File: src/sv/z80id_pkg.sv
// ----------------------------------------------------------------------------
// Z80 instruction decoder package
// Shared constants, types and decode functions for the Z80 instruction decoder.
// ----------------------------------------------------------------------------
package z80id_pkg;

  localparam int PC_W = 16;
  localparam int MN_W = 7;
  localparam int MODE_W = 5;

  localparam logic [7:0] OP_CB = 8'hcb;
  localparam logic [7:0] OP_DD = 8'hdd;
  localparam logic [7:0] OP_ED = 8'hed;
  localparam logic [7:0] OP_FD = 8'hfd;

  localparam logic [4:0] MD_IMPL = 5'd0, MD_IMM8 = 5'd1, MD_IMM16 = 5'd2,
    MD_ABS8 = 5'd3, MD_ABS16 = 5'd4, MD_REL = 5'd5, MD_A = 5'd6, MD_HL = 5'd7,
    MD_SP = 5'd8, MD_RLO = 5'd9, MD_RLOX = 5'd10, MD_RMID = 5'd11,
    MD_RMIDX = 5'd12, MD_PAIR = 5'd13, MD_PAIRAF = 5'd14, MD_CC = 5'd15,
    MD_CC2 = 5'd16, MD_BITN = 5'd17, MD_BITR = 5'd18, MD_RSTV = 5'd19,
    MD_BCI = 5'd20, MD_DEI = 5'd21, MD_HLI = 5'd22, MD_XYD = 5'd23,
    MD_SPI = 5'd24, MD_DEHL = 5'd25, MD_AFAF = 5'd26, MD_PORTC = 5'd27,
    MD_IREG = 5'd28, MD_RREG = 5'd29, MD_ZERO = 5'd30;

  localparam logic [6:0] MN_ADC = 7'd0, MN_ADD = 7'd1, MN_BIT = 7'd3,
    MN_CALL = 7'd4, MN_DEC = 7'd13, MN_DI = 7'd14, MN_DJNZ = 7'd15,
    MN_EI = 7'd16, MN_EX = 7'd17, MN_EXX = 7'd18, MN_HALT = 7'd19,
    MN_IM0 = 7'd20, MN_IM1 = 7'd21, MN_IM2 = 7'd22, MN_IN = 7'd23,
    MN_INC = 7'd24, MN_JP = 7'd29, MN_JR = 7'd30, MN_LD = 7'd31,
    MN_NEG = 7'd36, MN_NOP = 7'd37, MN_OUT = 7'd41, MN_POP = 7'd44,
    MN_PUSH = 7'd45, MN_RES = 7'd46, MN_RET = 7'd47, MN_RETI = 7'd48,
    MN_RETN = 7'd49, MN_RLD = 7'd54, MN_RRD = 7'd59, MN_RST = 7'd60,
    MN_SBC = 7'd61, MN_SET = 7'd63, MN_ILLEGAL = 7'd70;

  typedef enum logic [1:0] {
    SPACE_MAIN = 2'd0,
    SPACE_CB = 2'd1,
    SPACE_ED = 2'd2
  } space_t;

  typedef struct packed {
    logic [MN_W-1:0]   mn;
    logic [MODE_W-1:0] dm;
    logic [MODE_W-1:0] sm;
  } decoded_t;

  // Prefix stage result, handed to the table stage.
  typedef struct packed {
    logic [PC_W-1:0] pc;
    logic [7:0]      b0, b1, b2, b3;
    logic [7:0]      op;
    logic [1:0]      sel;
    space_t          space;
  } pfx_t;

  // Table stage result, handed to the operand stage.
  typedef struct packed {
    pfx_t     p;
    decoded_t d;
  } tbl_t;

  function automatic decoded_t mk(input logic [6:0] mn, input logic [4:0] dm,
                                  input logic [4:0] sm);
    decoded_t d;
    d.mn = mn; d.dm = dm; d.sm = sm;
    return d;
  endfunction

  function automatic logic [6:0] alu_mn(input logic [2:0] y);
    logic [6:0] r;
    case (y)
      3'd0: r = 7'd1;
      3'd1: r = 7'd0;
      3'd2: r = 7'd68;
      3'd3: r = 7'd61;
      3'd4: r = 7'd2;
      3'd5: r = 7'd69;
      3'd6: r = 7'd38;
      default: r = 7'd6;
    endcase
    return r;
  endfunction

  function automatic logic [6:0] acc_mn(input logic [2:0] y);
    logic [6:0] r;
    case (y)
      3'd0: r = 7'd53;
      3'd1: r = 7'd58;
      3'd2: r = 7'd51;
      3'd3: r = 7'd56;
      3'd4: r = 7'd12;
      3'd5: r = 7'd11;
      3'd6: r = 7'd62;
      default: r = 7'd5;
    endcase
    return r;
  endfunction

  function automatic logic [6:0] rot_mn(input logic [2:0] y);
    logic [6:0] r;
    case (y)
      3'd0: r = 7'd52;
      3'd1: r = 7'd57;
      3'd2: r = 7'd50;
      3'd3: r = 7'd55;
      3'd4: r = 7'd65;
      3'd5: r = 7'd66;
      3'd6: r = 7'd64;
      default: r = 7'd67;
    endcase
    return r;
  endfunction

  function automatic logic [6:0] blk_mn(input logic [3:0] i);
    logic [6:0] r;
    case (i)
      4'd0: r = 7'd34;  4'd1: r = 7'd9;   4'd2: r = 7'd27;  4'd3: r = 7'd43;
      4'd4: r = 7'd32;  4'd5: r = 7'd7;   4'd6: r = 7'd25;  4'd7: r = 7'd42;
      4'd8: r = 7'd35;  4'd9: r = 7'd10;  4'd10: r = 7'd28; 4'd11: r = 7'd40;
      4'd12: r = 7'd33; 4'd13: r = 7'd8;  4'd14: r = 7'd26; default: r = 7'd39;
    endcase
    return r;
  endfunction

endpackage

File: src/sv/z80_instruction_decoder_top.sv
// ----------------------------------------------------------------------------
// Z80 instruction decoder
// Three-stage pipelined decoder of one Z80 instruction per transaction.
// ----------------------------------------------------------------------------
// Each input transaction carries a four-byte window and its address; the block
// returns one result transaction per input, in order. The pipeline has three
// register stages (prefix classification, opcode table, and operand resolution
// into the output register), so a result is presented after its input has
// passed through all three, and a new window is taken every cycle while the
// output side is ready. A stall holds the whole pipeline; items in flight are
// kept, not dropped.
module z80_instruction_decoder_top import z80id_pkg::*; (
  input  logic        clk,
  input  logic        rst,
  input  logic        s_tvalid,
  output logic        s_tready,
  // pc[15:0], byte0[23:16], byte1[31:24], byte2[39:32], byte3[47:40]
  input  logic [47:0] s_tdata,
  output logic        m_tvalid,
  input  logic        m_tready,
  // length[2:0], mnemonic_code[9:3], index_sel[11:10], dest_mode[16:12],
  // source_mode[21:17], dst_value[37:22], src_value[53:38], opcode[61:54],
  // zero fill [63:62]
  output logic [63:0] m_tdata
);

  pfx_t        pfx_c, pfx;
  tbl_t        tbl;
  decoded_t    dec_c;
  logic [2:0]  len_c;
  logic [15:0] dv_c, sv_c;
  logic        v1, v2, adv;

  // The pipeline moves when the output register is free or being drained.
  assign adv = !m_tvalid || m_tready;
  assign s_tready = adv;

  z80id_prefix u_prefix (
    .pc(s_tdata[15:0]), .b0(s_tdata[23:16]), .b1(s_tdata[31:24]),
    .b2(s_tdata[39:32]), .b3(s_tdata[47:40]), .pfx(pfx_c)
  );

  z80id_table u_table (.pfx(pfx), .d(dec_c));

  z80id_operand u_operand (
    .t(tbl), .length(len_c), .dst_value(dv_c), .src_value(sv_c)
  );

  always_ff @(posedge clk) begin
    if (rst) begin
      v1 <= 1'b0;
      v2 <= 1'b0;
      m_tvalid <= 1'b0;
    end else if (adv) begin
      v1 <= s_tvalid;
      v2 <= v1;
      m_tvalid <= v2;
    end
  end

  always_ff @(posedge clk) begin
    if (adv) begin
      pfx <= pfx_c;
      tbl.p <= pfx;
      tbl.d <= dec_c;
      m_tdata <= {2'b00, tbl.p.op, sv_c, dv_c, tbl.d.sm, tbl.d.dm,
                  (tbl.p.space == SPACE_ED) ? 2'd0 : tbl.p.sel, tbl.d.mn, len_c};
    end
  end

endmodule

File: src/sv/z80id_prefix.sv
// ----------------------------------------------------------------------------
// Z80 decoder prefix stage
// Classifies the DD, FD, ED and CB prefixes and picks the opcode byte.
// ----------------------------------------------------------------------------
module z80id_prefix import z80id_pkg::*; (
  input  logic [PC_W-1:0] pc,
  input  logic [7:0]      b0,
  input  logic [7:0]      b1,
  input  logic [7:0]      b2,
  input  logic [7:0]      b3,
  output pfx_t            pfx
);

  always_comb begin
    pfx.pc = pc; pfx.b0 = b0; pfx.b1 = b1; pfx.b2 = b2; pfx.b3 = b3;
    pfx.sel = 2'd0;
    pfx.space = SPACE_MAIN;
    pfx.op = b0;
    if (b0 == OP_ED) begin
      pfx.space = SPACE_ED;
      pfx.op = b1;
    end else if (b0 == OP_DD || b0 == OP_FD) begin
      pfx.sel = (b0 == OP_DD) ? 2'd1 : 2'd2;
      if (b1 == OP_CB) begin
        pfx.space = SPACE_CB;
        pfx.op = b3;
      end else begin
        pfx.op = b1;
      end
    end else if (b0 == OP_CB) begin
      pfx.space = SPACE_CB;
      pfx.op = b1;
    end
  end

endmodule

File: src/sv/z80id_table.sv
// ----------------------------------------------------------------------------
// Z80 decoder table stage
// Maps the opcode in its table space to mnemonic and addressing modes.
// ----------------------------------------------------------------------------
module z80id_table import z80id_pkg::*; (
  input  pfx_t     pfx,
  output decoded_t d
);

  logic [7:0] op;
  logic [1:0] x;
  logic [2:0] y, z;
  logic       q, idx;

  assign op = pfx.op;
  assign x = op[7:6];
  assign y = op[5:3];
  assign z = op[2:0];
  assign q = op[3];
  assign idx = (pfx.sel != 2'd0);

  always_comb begin
    d = mk(MN_NOP, MD_IMPL, MD_IMPL);
    case (pfx.space)
      SPACE_CB: begin
        case (x)
          2'd0: d = mk(rot_mn(y), MD_RLOX, (idx && z != 3'd6) ? MD_XYD : MD_IMPL);
          2'd1: d = mk(MN_BIT, MD_BITN, idx ? MD_XYD : MD_RLO);
          2'd2: d = idx ? mk(MN_RES, MD_BITR, MD_XYD) : mk(MN_RES, MD_BITN, MD_RLO);
          default: d = idx ? mk(MN_SET, MD_BITR, MD_XYD) : mk(MN_SET, MD_BITN, MD_RLO);
        endcase
      end
      SPACE_ED: begin
        if (x == 2'd1) begin
          case (z)
            3'd0: d = (y == 3'd6) ? mk(MN_IN, MD_PORTC, MD_IMPL)
                                  : mk(MN_IN, MD_RMID, MD_PORTC);
            3'd1: d = (y == 3'd6) ? mk(MN_OUT, MD_PORTC, MD_ZERO)
                                  : mk(MN_OUT, MD_PORTC, MD_RMID);
            3'd2: d = mk(q ? MN_ADC : MN_SBC, MD_HL, MD_PAIR);
            3'd3: d = q ? mk(MN_LD, MD_PAIR, MD_ABS16) : mk(MN_LD, MD_ABS16, MD_PAIR);
            3'd4: d = mk(MN_NEG, MD_IMPL, MD_IMPL);
            3'd5: d = mk((y == 3'd1) ? MN_RETI : MN_RETN, MD_IMPL, MD_IMPL);
            3'd6: begin
              if (y == 3'd2 || y == 3'd6) d = mk(MN_IM1, MD_IMPL, MD_IMPL);
              else if (y == 3'd3 || y == 3'd7) d = mk(MN_IM2, MD_IMPL, MD_IMPL);
              else d = mk(MN_IM0, MD_IMPL, MD_IMPL);
            end
            default: begin
              case (y)
                3'd0: d = mk(MN_LD, MD_IREG, MD_A);
                3'd1: d = mk(MN_LD, MD_RREG, MD_A);
                3'd2: d = mk(MN_LD, MD_A, MD_IREG);
                3'd3: d = mk(MN_LD, MD_A, MD_RREG);
                3'd4: d = mk(MN_RRD, MD_IMPL, MD_IMPL);
                3'd5: d = mk(MN_RLD, MD_IMPL, MD_IMPL);
                default: d = mk(MN_NOP, MD_IMPL, MD_IMPL);
              endcase
            end
          endcase
        end else if (op[7:5] == 3'b101 && !z[2]) begin
          d = mk(blk_mn({y[1:0], z[1:0]}), MD_IMPL, MD_IMPL);
        end
      end
      default: begin
        case (x)
          2'd1: begin
            if (op == 8'h76) d = mk(MN_HALT, MD_IMPL, MD_IMPL);
            else d = mk(MN_LD, (z == 3'd6) ? MD_RMIDX : MD_RMID,
                        (y == 3'd6) ? MD_RLOX : MD_RLO);
          end
          2'd2: begin
            if (y == 3'd0 || y == 3'd1 || y == 3'd3) d = mk(alu_mn(y), MD_A, MD_RLO);
            else d = mk(alu_mn(y), MD_RLO, MD_IMPL);
          end
          2'd0: begin
            case (z)
              3'd0: begin
                case (y)
                  3'd0: d = mk(MN_NOP, MD_IMPL, MD_IMPL);
                  3'd1: d = mk(MN_EX, MD_AFAF, MD_IMPL);
                  3'd2: d = mk(MN_DJNZ, MD_REL, MD_IMPL);
                  3'd3: d = mk(MN_JR, MD_REL, MD_IMPL);
                  default: d = mk(MN_JR, MD_CC2, MD_REL);
                endcase
              end
              3'd1: d = q ? mk(MN_ADD, MD_HL, MD_PAIR) : mk(MN_LD, MD_PAIR, MD_IMM16);
              3'd2: begin
                case (y)
                  3'd0: d = mk(MN_LD, MD_BCI, MD_A);
                  3'd1: d = mk(MN_LD, MD_A, MD_BCI);
                  3'd2: d = mk(MN_LD, MD_DEI, MD_A);
                  3'd3: d = mk(MN_LD, MD_A, MD_DEI);
                  3'd4: d = mk(MN_LD, MD_ABS16, MD_HL);
                  3'd5: d = mk(MN_LD, MD_HL, MD_ABS16);
                  3'd6: d = mk(MN_LD, MD_ABS16, MD_A);
                  default: d = mk(MN_LD, MD_A, MD_ABS16);
                endcase
              end
              3'd3: d = mk(q ? MN_DEC : MN_INC, MD_PAIR, MD_IMPL);
              3'd4: d = mk(MN_INC, MD_RMID, MD_IMPL);
              3'd5: d = mk(MN_DEC, MD_RMID, MD_IMPL);
              3'd6: d = mk(MN_LD, MD_RMID, MD_IMM8);
              default: d = mk(acc_mn(y), MD_IMPL, MD_IMPL);
            endcase
          end
          default: begin
            case (z)
              3'd0: d = mk(MN_RET, MD_CC, MD_IMPL);
              3'd1: begin
                if (!q) d = mk(MN_POP, MD_PAIRAF, MD_IMPL);
                else if (y == 3'd1) d = mk(MN_RET, MD_IMPL, MD_IMPL);
                else if (y == 3'd3) d = mk(MN_EXX, MD_IMPL, MD_IMPL);
                else if (y == 3'd5) d = mk(MN_JP, MD_HLI, MD_IMPL);
                else d = mk(MN_LD, MD_SP, MD_HL);
              end
              3'd2: d = mk(MN_JP, MD_CC, MD_IMM16);
              3'd3: begin
                case (y)
                  3'd0: d = mk(MN_JP, MD_IMM16, MD_IMPL);
                  3'd1: d = mk(MN_ILLEGAL, MD_IMPL, MD_IMPL);
                  3'd2: d = mk(MN_OUT, MD_ABS8, MD_A);
                  3'd3: d = mk(MN_IN, MD_A, MD_ABS8);
                  3'd4: d = mk(MN_EX, MD_SPI, MD_HL);
                  3'd5: d = mk(MN_EX, MD_DEHL, MD_IMPL);
                  3'd6: d = mk(MN_DI, MD_IMPL, MD_IMPL);
                  default: d = mk(MN_EI, MD_IMPL, MD_IMPL);
                endcase
              end
              3'd4: d = mk(MN_CALL, MD_CC, MD_IMM16);
              3'd5: begin
                if (!q) d = mk(MN_PUSH, MD_PAIRAF, MD_IMPL);
                else if (y == 3'd1) d = mk(MN_CALL, MD_IMM16, MD_IMPL);
                else d = mk(MN_ILLEGAL, MD_IMPL, MD_IMPL);
              end
              3'd6: begin
                if (y == 3'd0 || y == 3'd1 || y == 3'd3) d = mk(alu_mn(y), MD_A, MD_IMM8);
                else d = mk(alu_mn(y), MD_IMM8, MD_IMPL);
              end
              default: d = mk(MN_RST, MD_RSTV, MD_IMPL);
            endcase
          end
        endcase
      end
    endcase
  end

endmodule

File: src/sv/z80id_operand.sv
// ----------------------------------------------------------------------------
// Z80 decoder operand stage
// Resolves operand values from the window and computes the length.
// ----------------------------------------------------------------------------
module z80id_operand import z80id_pkg::*; (
  input  tbl_t            t,
  output logic [2:0]      length,
  output logic [15:0]     dst_value,
  output logic [15:0]     src_value
);

  logic [2:0] pos0, pos1, pos2;
  logic [2:0] dadv, sadv;
  logic       idx;

  assign idx = (t.p.sel != 2'd0) && (t.p.space != SPACE_ED);

  function automatic logic [7:0] fetch(input tbl_t tt, input logic [2:0] k);
    logic [7:0] r;
    case (k)
      3'd0: r = tt.p.b0;
      3'd1: r = tt.p.b1;
      3'd2: r = tt.p.b2;
      3'd3: r = tt.p.b3;
      default: r = 8'd0;
    endcase
    return r;
  endfunction

  // Returns the value and the number of window bytes the operand consumes.
  function automatic logic [18:0] opval(input tbl_t tt, input logic [4:0] mode,
                                        input logic [2:0] pos, input logic ix);
    logic [15:0] v;
    logic [2:0]  adv;
    logic [7:0]  r, op;
    logic [2:0]  reg_n;
    op = tt.p.op;
    v = 16'd0;
    adv = 3'd0;
    r = fetch(tt, pos);
    reg_n = (mode == MD_RLO || mode == MD_RLOX) ? op[2:0] : op[5:3];
    case (mode)
      MD_IMM8, MD_ABS8, MD_XYD: begin
        v = {8'd0, r}; adv = 3'd1;
      end
      MD_IMM16, MD_ABS16: begin
        v = {fetch(tt, pos + 3'd1), r}; adv = 3'd2;
      end
      MD_REL: begin
        v = tt.p.pc + {13'd0, pos} + 16'd1 + {{8{r[7]}}, r}; adv = 3'd1;
      end
      MD_RLO, MD_RLOX, MD_RMID, MD_RMIDX: begin
        if (reg_n == 3'd6 && ix) begin
          v = {8'd0, r}; adv = 3'd1;
        end else begin
          v = {13'd0, reg_n};
        end
      end
      MD_PAIR, MD_PAIRAF: v = {14'd0, op[5:4]};
      MD_CC, MD_BITN, MD_BITR: v = {13'd0, op[5:3]};
      MD_CC2: v = {14'd0, op[4:3]};
      MD_RSTV: v = {8'd0, op & 8'h38};
      default: v = 16'd0;
    endcase
    return {adv, v};
  endfunction

  always_comb begin
    case (t.p.space)
      SPACE_ED: pos0 = 3'd2;
      SPACE_CB: pos0 = idx ? 3'd2 : 3'd2;
      default: pos0 = idx ? 3'd2 : 3'd1;
    endcase
    {dadv, dst_value} = opval(t, t.d.dm, pos0, idx);
    pos1 = pos0 + dadv;
    {sadv, src_value} = opval(t, t.d.sm, pos1, idx);
    pos2 = pos1 + sadv;
    if (t.p.space == SPACE_CB) length = idx ? 3'd4 : 3'd2;
    else length = pos2;
  end

endmodule

File: config.mk
export PLATFORM = sky130hd
export DESIGN_NAME = z80_instruction_decoder_top
export DESIGN_NICKNAME = d
export VERILOG_FILES = /design/src/sv/z80id_pkg.sv /design/src/sv/z80_instruction_decoder_top.sv /design/src/sv/z80id_prefix.sv /design/src/sv/z80id_table.sv /design/src/sv/z80id_operand.sv
export SDC_FILE = /design/constraint.sdc
export NUM_CORES = 1
export LEC_CHECK = 0
export ABC_AREA = 1
export BUFFER_PORTS_ARGS = -buffer_cell sky130_fd_sc_hd__buf_2
export CAP_MARGIN = 20
export CELL_PAD_IN_SITES_DETAIL_PLACEMENT = 1
export CELL_PAD_IN_SITES_GLOBAL_PLACEMENT = 2
export CORE_ASPECT_RATIO = 1.75
export CORE_MARGIN = 5
export CORE_UTILIZATION = 33
export CTS_CLUSTER_SIZE = 8
export DETAILED_ROUTE_END_ITERATION = 16
export GPL_TIMING_DRIVEN = 0
export MAX_ROUTING_LAYER = met4
export PLACE_DENSITY_LB_ADDON = 0.1
export SLEW_MARGIN = 40
export SYNTH_ARGS = -nofsm -noshare
export SYNTH_HDL_FRONTEND = slang
export SYNTH_HIERARCHICAL = 1
export SYNTH_SLANG_ARGS = --single-unit
File: constraint.sdc
create_clock -name clk -period 5.3 [get_ports clk]
set_clock_uncertainty 0.05 [all_clocks]
set_input_delay 0.53 -clock clk [delete_from_list [all_inputs] [get_ports clk]]
set_output_delay 0.53 -clock clk [all_outputs]
set_load 0.01 [all_outputs]
Word level (Yosys, flattened, before mapping)
Memory sizes are Yosys's and may differ from the RTL's. A register that Yosys moved wholly into a read port is not among the register bits.
Index checks and enable logic that the tools add are counted.
{"block": "word_totals", "inputBits": 52, "mem_count": 1, "register_bits": 202, "rom_bits": 96, "output_inout_bits": 66}
{"memory": "(name not given)", "words": 16, "width": 6, "read_ports": 1, "rd_ports_with_merged_regs": 1, "write_ports": 0, "line": "z80id_pkg.sv:116", "text": "case (i)"}
{"block": "classes", "n_bitwise": 1, "n_addsub": 10, "n_reduce_logical": 38, "eq_ne": 76, "n_mux": 66}
{"cell": "$pmux 17 s7", "n": 4}
{"cell": "$pmux 16 s8", "n": 2}
{"cell": "$mux 17", "n": 8}
{"cell": "$pmux 8 s4", "n": 4}
{"cell": "$pmux 17 s3", "n": 2}
{"cell": "$pmux 7 s7", "n": 2}
{"cell": "$pmux 16 s6", "n": 1}
{"cell": "$eq 5x4->1 const B", "n": 14}
{"cell": "$pmux 10 s7", "n": 1}
{"cell": "$pmux 16 s4", "n": 1}
{"cell": "$mux 8", "n": 7}
{"cell": "$eq 5x5->1 const B", "n": 10}
{"cell": "$pmux 6 s7", "n": 1}
{"cell": "$eq 8x8->1 const B", "n": 5}
{"cell": "$eq 3x2->1 const B", "n": 12}
{"cell": "$pmux 17 s2", "n": 1}
{"cell": "$add 16x1->16 const B", "n": 2}
{"cell": "$add 16x16->16", "n": 2}
{"cell": "$add 16x3->16", "n": 2}
{"cell": "$eq 3x3->1 const B", "n": 10}
{"cell": "$mux 12", "n": 2}
{"cell": "$eq 5x2->1 const B", "n": 4}
{"cell": "$eq 5x3->1 const B", "n": 4}
{"cell": "$mux 5", "n": 4}
{"cell": "30 further kinds", "n": 86}

Logic depth before layout (Yosys ltp)
Gate-level depths: netlist (run 1).
{"block": "depth", "ltp_word": 12, "depth_mapped": 33, "mapped_depth_nobuf": 32}

Cells and area by module
The synthesis (run 1) kept the hierarchy.
{"mod": "z80_instruction_decoder_top", "seq_area_each_um2": 6035.8, "instances": 1, "area_per_inst_um2": 6144.6, "cells_each": 224}
{"mod": "z80id_operand", "seq_area_each_um2": 0.0, "instances": 1, "area_per_inst_um2": 4086.4, "cells_each": 763}
{"mod": "z80id_table", "seq_area_each_um2": 0.0, "instances": 1, "area_per_inst_um2": 2384.8, "cells_each": 492}
{"mod": "z80id_prefix", "seq_area_each_um2": 0.0, "instances": 1, "area_per_inst_um2": 909.6, "cells_each": 171}

Worst setup path after synthesis (run 1)
OpenSTA, ideal clock, no wires.
{"block": "synth_timing", "kind": "input to register", "from": "input port m_tready", "to": "register m_tdata[0] (enable)", "setup_slack_ns": -0.212, "arrival_time_ns": 3.851, "stages": 2, "path_buffers": 0, "required_time_ns": 3.639, "cell_sequence": "inv_2 nand2_1"}
{"block": "synth_between", "elab_chain_len": 1}
{"item": "start: declaration", "line": "z80_instruction_decoder_top.sv:20", "text": "input logic m_tready,"}
{"item": "$logic_or 1x1->1", "line": "z80_instruction_decoder_top.sv:35", "text": "assign adv = !m_tvalid || m_tready;"}
{"item": "named net s_tready", "line": "z80_instruction_decoder_top.sv:16", "text": "output logic s_tready,"}
{"item": "end signal: assignment", "line": "z80_instruction_decoder_top.sv:66", "text": "m_tdata <= {2'b00, tbl.p.op, sv_c, dv_c, tbl.d.sm, tbl.d.dm,"}
{"item": "end: declaration", "line": "z80_instruction_decoder_top.sv:24", "text": "output logic [63:0] m_tdata"}
The timed path passes the listed nets, and every way through them passes these cells.
A chain may end at the register's enable or synchronous reset.

Worst setup path in the final report (run 1)
{"block": "layout_timing", "from": "register tbl[5] in the netlist's numbering", "to": "register m_tdata[47], data pin"}
{"block": "layout_between", "elab_chain_len": 12}
{"item": "start: declaration", "line": "z80_instruction_decoder_top.sv:28", "text": "tbl_t tbl;"}
{"item": "$eq 5x4->1", "line": "z80id_operand.sv:41, z80id_operand.sv:42"}
{"item": "$logic_or 1x1->1", "line": "z80id_operand.sv:41", "text": "reg_n = (mode == MD_RLO || mode == MD_RLOX) ? op[2:0] : op[5:3];"}
{"item": "$mux 3", "line": "z80id_operand.sv:41"}
{"item": "$eq 3x3->1", "line": "z80id_operand.sv:53", "text": "if (reg_n == 3'd6 && ix) begin"}
{"item": "$logic_and 1x1->1", "line": "z80id_operand.sv:53"}
{"item": "$mux 1", "line": "z80id_operand.sv:53"}
{"item": "$pmux 3 s3 *", "line": "z80id_operand.sv:42", "text": "case (mode)"}
{"item": "$add 3x3->3 *", "line": "z80id_operand.sv:75", "text": "pos1 = pos0 + dadv;"}
{"item": "$add 16x3->16, or another cell as far along", "line": "z80id_operand.sv:50", "text": "v = tt.p.pc + {13'd0, pos} + 16'd1 + {{8{r[7]}}, r}; adv = 3'd1;"}
{"item": "$add 16x1->16, or another cell as far along", "line": "z80id_operand.sv:50"}
{"item": "$add 16x16->16 or $pmux 8 s4 (tied branches)", "line": "z80id_operand.sv:50, z80id_operand.sv:20"}
{"item": "$pmux 16 s8 *", "line": "z80id_operand.sv:42"}
{"item": "named net sv_c[9]", "line": "z80_instruction_decoder_top.sv:31", "text": "logic [15:0] dv_c, sv_c;"}
Mark *: on every way through the listed nets, which the timed path passes. The rest lies on a longest branch.

==> results_dict.tcl, run 1 <==
set metrics [dict create \
    path_max_fanout 8 \
    synth_commonest_cells "nand2_1, edfxtp_1, inv_1" \
    diodes 0 \
    core_area_mm2 0.0407 \
    clock_latency_ps 560 \
    post-dp-hpwl_um 43500 \
    ys_types 54 \
    powerDensity_mw_per_mm2 469 \
    grt_pass1_vias 12800 \
    synth_top_area_share_pct 44.2 \
    cap_violations 0 \
    fin_crit_sh_pct 95.7 \
    tns_ps 0 \
    first_pass_iters 5 \
    nFillCells 4956 \
    clk_transition_reported_paths_ps 60 \
    cts_buffers 29 \
    synth_seq_cells 202 \
    cp_data_required_time_ps 5550 \
    numPortBuffers 91 \
    vias 11800 \
    worst_pin_slew_ps 906 \
    synth_edf_count 199 \
    cts_tree "yes" \
    arrival_ps 5320 \
    netlist_area_mm2 0.0135 \
    wl_um 53100 \
    synth_cells 1650 \
    drt_drc_violations_left 0 \
    maxSlewViolCount 0 \
    hold_viol_final 0 \
    avgSynthCellArea_um2 8.20 \
    status "complete, no violations" \
    crit_slowest_cell "fa_2" \
    antenna_found_initial 0 \
    start_util_pct 33.2 \
    layout_setup_ws_ps 229 \
    final_cell_area_mm2 0.0158 \
    min_period_ps 5070 \
    synthTopCellsByArea "edfxtp_1, nand2_1, ha_1" \
    yosysSeqAreaShare_pct 44.6 \
    fin_util_pct 38.7 \
    die_w_um 163 \
    hp-class "input pin to flop" \
    grt_overflow 0 \
    cts_sinks 202 \
    synth_top_area_cell "edfxtp_1" \
    max_stage_delay_ps 620 \
    cts_max_level 1 \
    p_leak_uw 0.00757 \
    viasPerCell 5.03 \
    worstSetupEndpointType "flop" \
    rows 98 \
    cts_hold_buffers 0 \
    gp_congestion 0.972 \
    root_buffer "clkbuf_16" \
    yosysWarnings 6 \
    worstSetupStartpointType "flop" \
    grtUsageTotal_pct 23.8 \
    wl_per_cell_um 22.6 \
    setup_viol 0 \
    grt_pass1_wl_um 78200 \
    dpl_cell_area_mm2 0.0147 \
    grt_max_degree 79 \
    die_height_um 278 \
    io_pins 118 \
    synthFlopType "edfxtp_1" \
    fmax_mhz 197 \
    drt_iter0_markers 479 \
    clockBufferDepth 3 \
    vdd_drop_max_v 0.000230 \
    nNetsFinal 1921 \
    worstSetupPathType "flop to flop" \
    synthArstFlopShare_pct 0 \
    die_area_mm2 0.0453 \
    synth.most_common_cell "nand2_1" \
    area_growth_pct 16.6 \
    drive_gt1_share_pct 16.4 \
    crit_path_frequent_cell "nand3_1" \
    dp_worst_setup_slack_ps -810 \
    ant_nets 0 \
    relSlewSlack_pct 39.3 \
]
-- worst paths after layout --
| path | depth (start not counted) | slack, ps | startpoint | end |
|---|---|---|---|---|
| worst max-delay path | 29 | 230 | tbl[5]$_DFFE_PP_ | m_tdata[47]$_DFFE_PP_ |
| worst min-delay path | 1 | 90 | s_tdata[32] | pfx[20]$_DFFE_PP_ |
| worst max register to register | 29 | 230 | tbl[5]$_DFFE_PP_ | m_tdata[47]$_DFFE_PP_ |
| worst min register to register | 0 | 360 | tbl[12]$_DFFE_PP_ | m_tdata[5]$_DFFE_PP_ |
-- repair_timing --
action | in CTS | in global routing
resized for setup | 11 | 18
buffers inserted | 4 | 7
pin swaps | 2 | 3
endpoints found under the setup margin | 15 | 13
-- worst max-delay path, delay by kind of cell, from the launching register on --
family / cells / cell delay [ps]
flip-flops: 1 / 420
buffers and inverters: 6 / 650
adder cells (fa/ha/maj): 5 / 1660
AO/OA/AOI/OAI: 2 / 240
AND/OR/NAND/NOR: 16 / 1780
-- cell usage in the layout (no fill, tap or decap), drive strengths merged, types with 3 or more instances in the layout --
cell type  netlist  routed
a21oi           69      69
a22oi            5       5
a31oi            3       3
buf             71     174
clkbuf           6      51
clkinv           4       4
dfxtp            3       3
edfxtp         199     199
fa               7       7
ha              77      77
inv            204     204
nand2          513     513
nand3          143     143
nand3b           8       8
nand4           25      25
nor2           149     149
nor3            13      13
o211ai          10      10
o21ai           90      90
o21bai           6       6
o221ai           4       4
o22ai           16      16
or2              4       4
xnor2            3       3
-- cell families after synthesis --
| kind of cell | after synthesis | share of synthesized area (%) |
|---|---|---|
| simple gates | 858 | 27.7 |
| mux | 1 | 0.0740 |
| flops | 202 | 44.6 |
| fa+ha+maj | 84 | 8.16 |
| xor+xnor | 5 | 0.324 |
| other cells | 1 | 0.0277 |
| compound gates | 214 | 9.02 |
| buf+inv | 285 | 10.0 |
-- per-layer routing --
layer  vias up  wire length [um]  GRT usage, %
li1       5732                 -             -
met1      5673             16800          20.1
met2       267             30400          47.2
met3       152              1350          2.11
met4         0              4470          16.4
met5         -                 0             -
-- power breakdown --
part / switching, uW / total, uW / internal (uW)
clock: 684 / 1740 / 1050
sequential: 114 / 2140 / 2030
combinational: 2350 / 3510 / 1160
total: 3150 / 7390 / 4230
-- sequential cells by signal (all words and copies together), names as in the netlist --
name and cells:
v2 1, v1 1, tbl 77, m_tdata 62
pfx 60, m_tvalid 1
-- stage by stage --
stage                     hold slack, ps  instances  total power (uW)
after floorplan                      350       1651              4320
after global placement               351       2292              5440
after detailed placement             355       2294              5510
after CTS                           44.2       2344              7360
after global routing                51.5       2351              7920
final                               88.7       2351              7390
-- final cells by class --
| type | count | area [um2] | share of cell area, % |
|---|---|---|---|
| Multi-Input combinational cell | 1164 | 6250 | 39.6 |
| Sequential cell | 202 | 6040 | 38.3 |
| Timing Repair Buffer | 104 | 593 | 3.76 |
| Tap cell | 550 | 688 | 4.36 |
| Buffer | 76 | 558 | 3.54 |
| Clock inverter | 2 | 50.0 | 0.317 |
| Inverter | 208 | 805 | 5.10 |
| Clock buffer | 45 | 786 | 4.98 |
(Power assumes the default switching activity.)
==> inputs of run 2 (changes only) <==
ABC_AREA = default   (was 1)
CORE_UTILIZATION = 36   (was 33)
SKIP_CTS_REPAIR_TIMING = 1   (was default)
==> run 2 against run 1 <==
The run now ends with negative setup slack left. Power fell by 2.6%. Worst hold slack gained 13 ps. Non-clock buffer count increased by 61. Synthesized area shrank 3.1%. Routed wire length increased by 2.7%. Largest cell class unchanged. Final cell count fell by 20%.
==> results_dict.tcl, run 2 <==
set metrics [dict create \
    status "finished with violations" \
    violations "negative setup slack" \
    powerDensity_mw_per_mm2 461 \
    synth_edf_count 199 \
    largest_reg_flops 77 \
    cap_violations 0 \
    die_w_um 154 \
    cp_data_required_time_ps 5510 \
    wl_per_cell_um 29.1 \
    die_height_um 262 \
    synth_seq_cells 202 \
    fin_crit_sh_pct 108 \
    synth_cells 1231 \
    vias 10800 \
    total_power_uw 7200 \
    synth_top_area_share_pct 45.6 \
    numPortBuffers 90 \
    rsz0062_at_grt "yes" \
    wl_um 54500 \
    crit_end "m_tdata[50]$_DFFE_PP_" \
    worstSetupStartpointType "flop" \
    grt_max_degree 84 \
    cts_buffers 29 \
    min-delay-start "s_tdata[14]" \
    yosysWarnings 6 \
    synth_commonest_cells "edfxtp_1, a21oi_1, nand2_1" \
    gp_congestion 0.979 \
    area_growth_pct 19.0 \
    io_pins 118 \
    grtUsageTotal_pct 26.6 \
    rows 92 \
    hold_viol_final 0 \
    rrSetupSlack_ps -450 \
    layout_setup_ws_ps -449 \
    multi_input_area_mm2 0.00643 \
    fin_util_pct 43.3 \
    cts_sinks 202 \
    avgSynthCellArea_um2 10.6 \
    top_register "tbl" \
    clockBufferDepth 3 \
    top_regs "tbl: 77 flops, m_tdata: 62 flops, pfx: 60 flops" \
    layout_commonest_cell "edfxtp_1" \
    vdd_drop_max_v 0.000179 \
    synth_top_area_cell "edfxtp_1" \
    grt_pass1_wl_um 77500 \
    cts_max_level 1 \
    first_pass_iters 7 \
    drive_gt1_share_pct 24.0 \
    path_max_fanout 8 \
    worstSetupPathType "flop to flop" \
    antenna_found_initial 0 \
    fmax_mhz 174 \
    ys_types 102 \
    arrival_ps 5960 \
    register_area_mm2 0.00604 \
    drt_iter0_markers 539 \
    clk_transition_reported_paths_ps 60 \
    synthFlopType "edfxtp_1" \
    placed_cells 1795 \
    diodes 0 \
    netlist_area_mm2 0.0131 \
    root_buffer "clkbuf_16" \
    hp-class "input pin to flop" \
    min_period_ps 5750 \
    nFillCells 4005 \
    worstSetupEndpointType "flop" \
    cp-startpoint "tbl[9]$_DFFE_PP_" \
    layoutNonFillerInstCount 1870 \
    r2r_end "m_tdata[50]$_DFFE_PP_" \
    maxSlewViolCount 0 \
    start_util_pct 36.4 \
    r2r_cells 25 \
    synthArstFlopShare_pct 0 \
    relSlewSlack_pct 42.0 \
    grt_overflow 0 \
    clock_latency_ps 550 \
    dp_worst_setup_slack_ps -1330 \
    synth.most_common_cell "edfxtp_1" \
    viasPerCell 5.77 \
    post-dp-hpwl_um 43300 \
    rr_startpoint "tbl[9]$_DFFE_PP_" \
    ant_nets 0 \
    p_leak_uw 0.00625 \
    drt_drc_violations_left 0 \
    tns_ps -4070 \
    cts_tree "yes" \
    yosysSeqAreaShare_pct 46.1 \
    worst_pin_slew_ps 870 \
    final_cell_mix "edfxtp_1, buf_2, buf_4, nand2_1, a21oi_1" \
    grt_pass1_vias 11500 \
    setup_viol 12 \
    core_area_mm2 0.0360 \
    nNetsFinal 1521 \
    die_area_mm2 0.0405 \
    synthTopCellsByArea "edfxtp_1, ha_1, a21oi_1" \
]
-- run 2: cell count changes after synthesis, sizes merged, moves of 23 or more --
| cell | before | now |
|---|---|---|
| nor2 | 149 | 73 |
| mux2i | 1 | 34 |
| clkbuf | 6 | 29 |
| nand3 | 143 | 27 |
| nand2 | 513 | 80 |
| inv | 204 | 60 |
-- run 2: per-layer routing --
layer,vias up,wire length (um),track usage (%),share of wire (%)
met5,-,0,-,0
met2,328,31200,51.7,57
met4,0,5320,20.9,9.8
li1,4931,-,-,-
met3,198,1730,2.65,3.2
met1,5334,16300,22.0,30
-- run 2: final cells by class --
class | count | area share, %
multi-input cells | 850 | 41.2
flip-flops and latches | 202 | 38.7
clock buffers | 43 | 4.99
repair buffers | 125 | 4.94
plain buffers | 116 | 4.66
well taps | 470 | 3.77
inverters | 61 | 1.52
clock inverters | 3 | 0.185
-- run 2: cells by family after synthesis --
| kind of cell | share of synthesized area, % |
|---|---|
| AOI/OAI and AO/OA | 19.1 |
| xor gates and xnor gates | 2.32 |
| adders and majority gates | 8.42 |
| buffers and inverters | 7.17 |
| DFF | 46.1 |
| muxes | 4.26 |
| other | 0.0286 |
| and+or+nand+nor | 12.6 |
-- run 2: critical path, stage by stage (launching register included) --
cell and delay [ps]:
edfxtp_1 400, buf_6 150, nand2b_4 160, nor3_4 310, mux2i_4 120, a2111oi_2 380
a21oi_1 80, o21ai_1 130, ha_2 210, inv_2 30, fa_2 600, buf_8 140
buf_12 100, nor2b_4 40, ha_4 210, a221oi_4 370, ha_1 210, inv_2 50
ha_4 160, fa_2 430, a211oi_4 290, o21bai_2 120, a21oi_4 290, o311ai_2 120
xnor2_1 210, o22ai_1 100
-- run 2: power by group --
group	switching, uW	internal (uW)
combinational	1960	1460
sequential	111	1990
clock	675	1000
total	2750	4450
-- run 2: worst min path at each step --
stage,end,depth (start not counted),slack (ps)
floorplan,m_tdata[3]$_DFFE_PP_,0,350
global placement,tbl[76]$_DFFE_PP_,0,350
detailed placement,tbl[60]$_DFFE_PP_,0,360
CTS,pfx[53]$_DFFE_PP_,1,70
global route,pfx[53]$_DFFE_PP_,1,70
finish,pfx[58]$_DFFE_PP_,1,100
-- run 2: through the flow --
step	hold WS, ps	area, um2
final	102	15600
after global routing	73.0	15600
after CTS	69.2	15100
after detailed placement	356	14300
after global placement	352	14200
after floorplan	350	13200
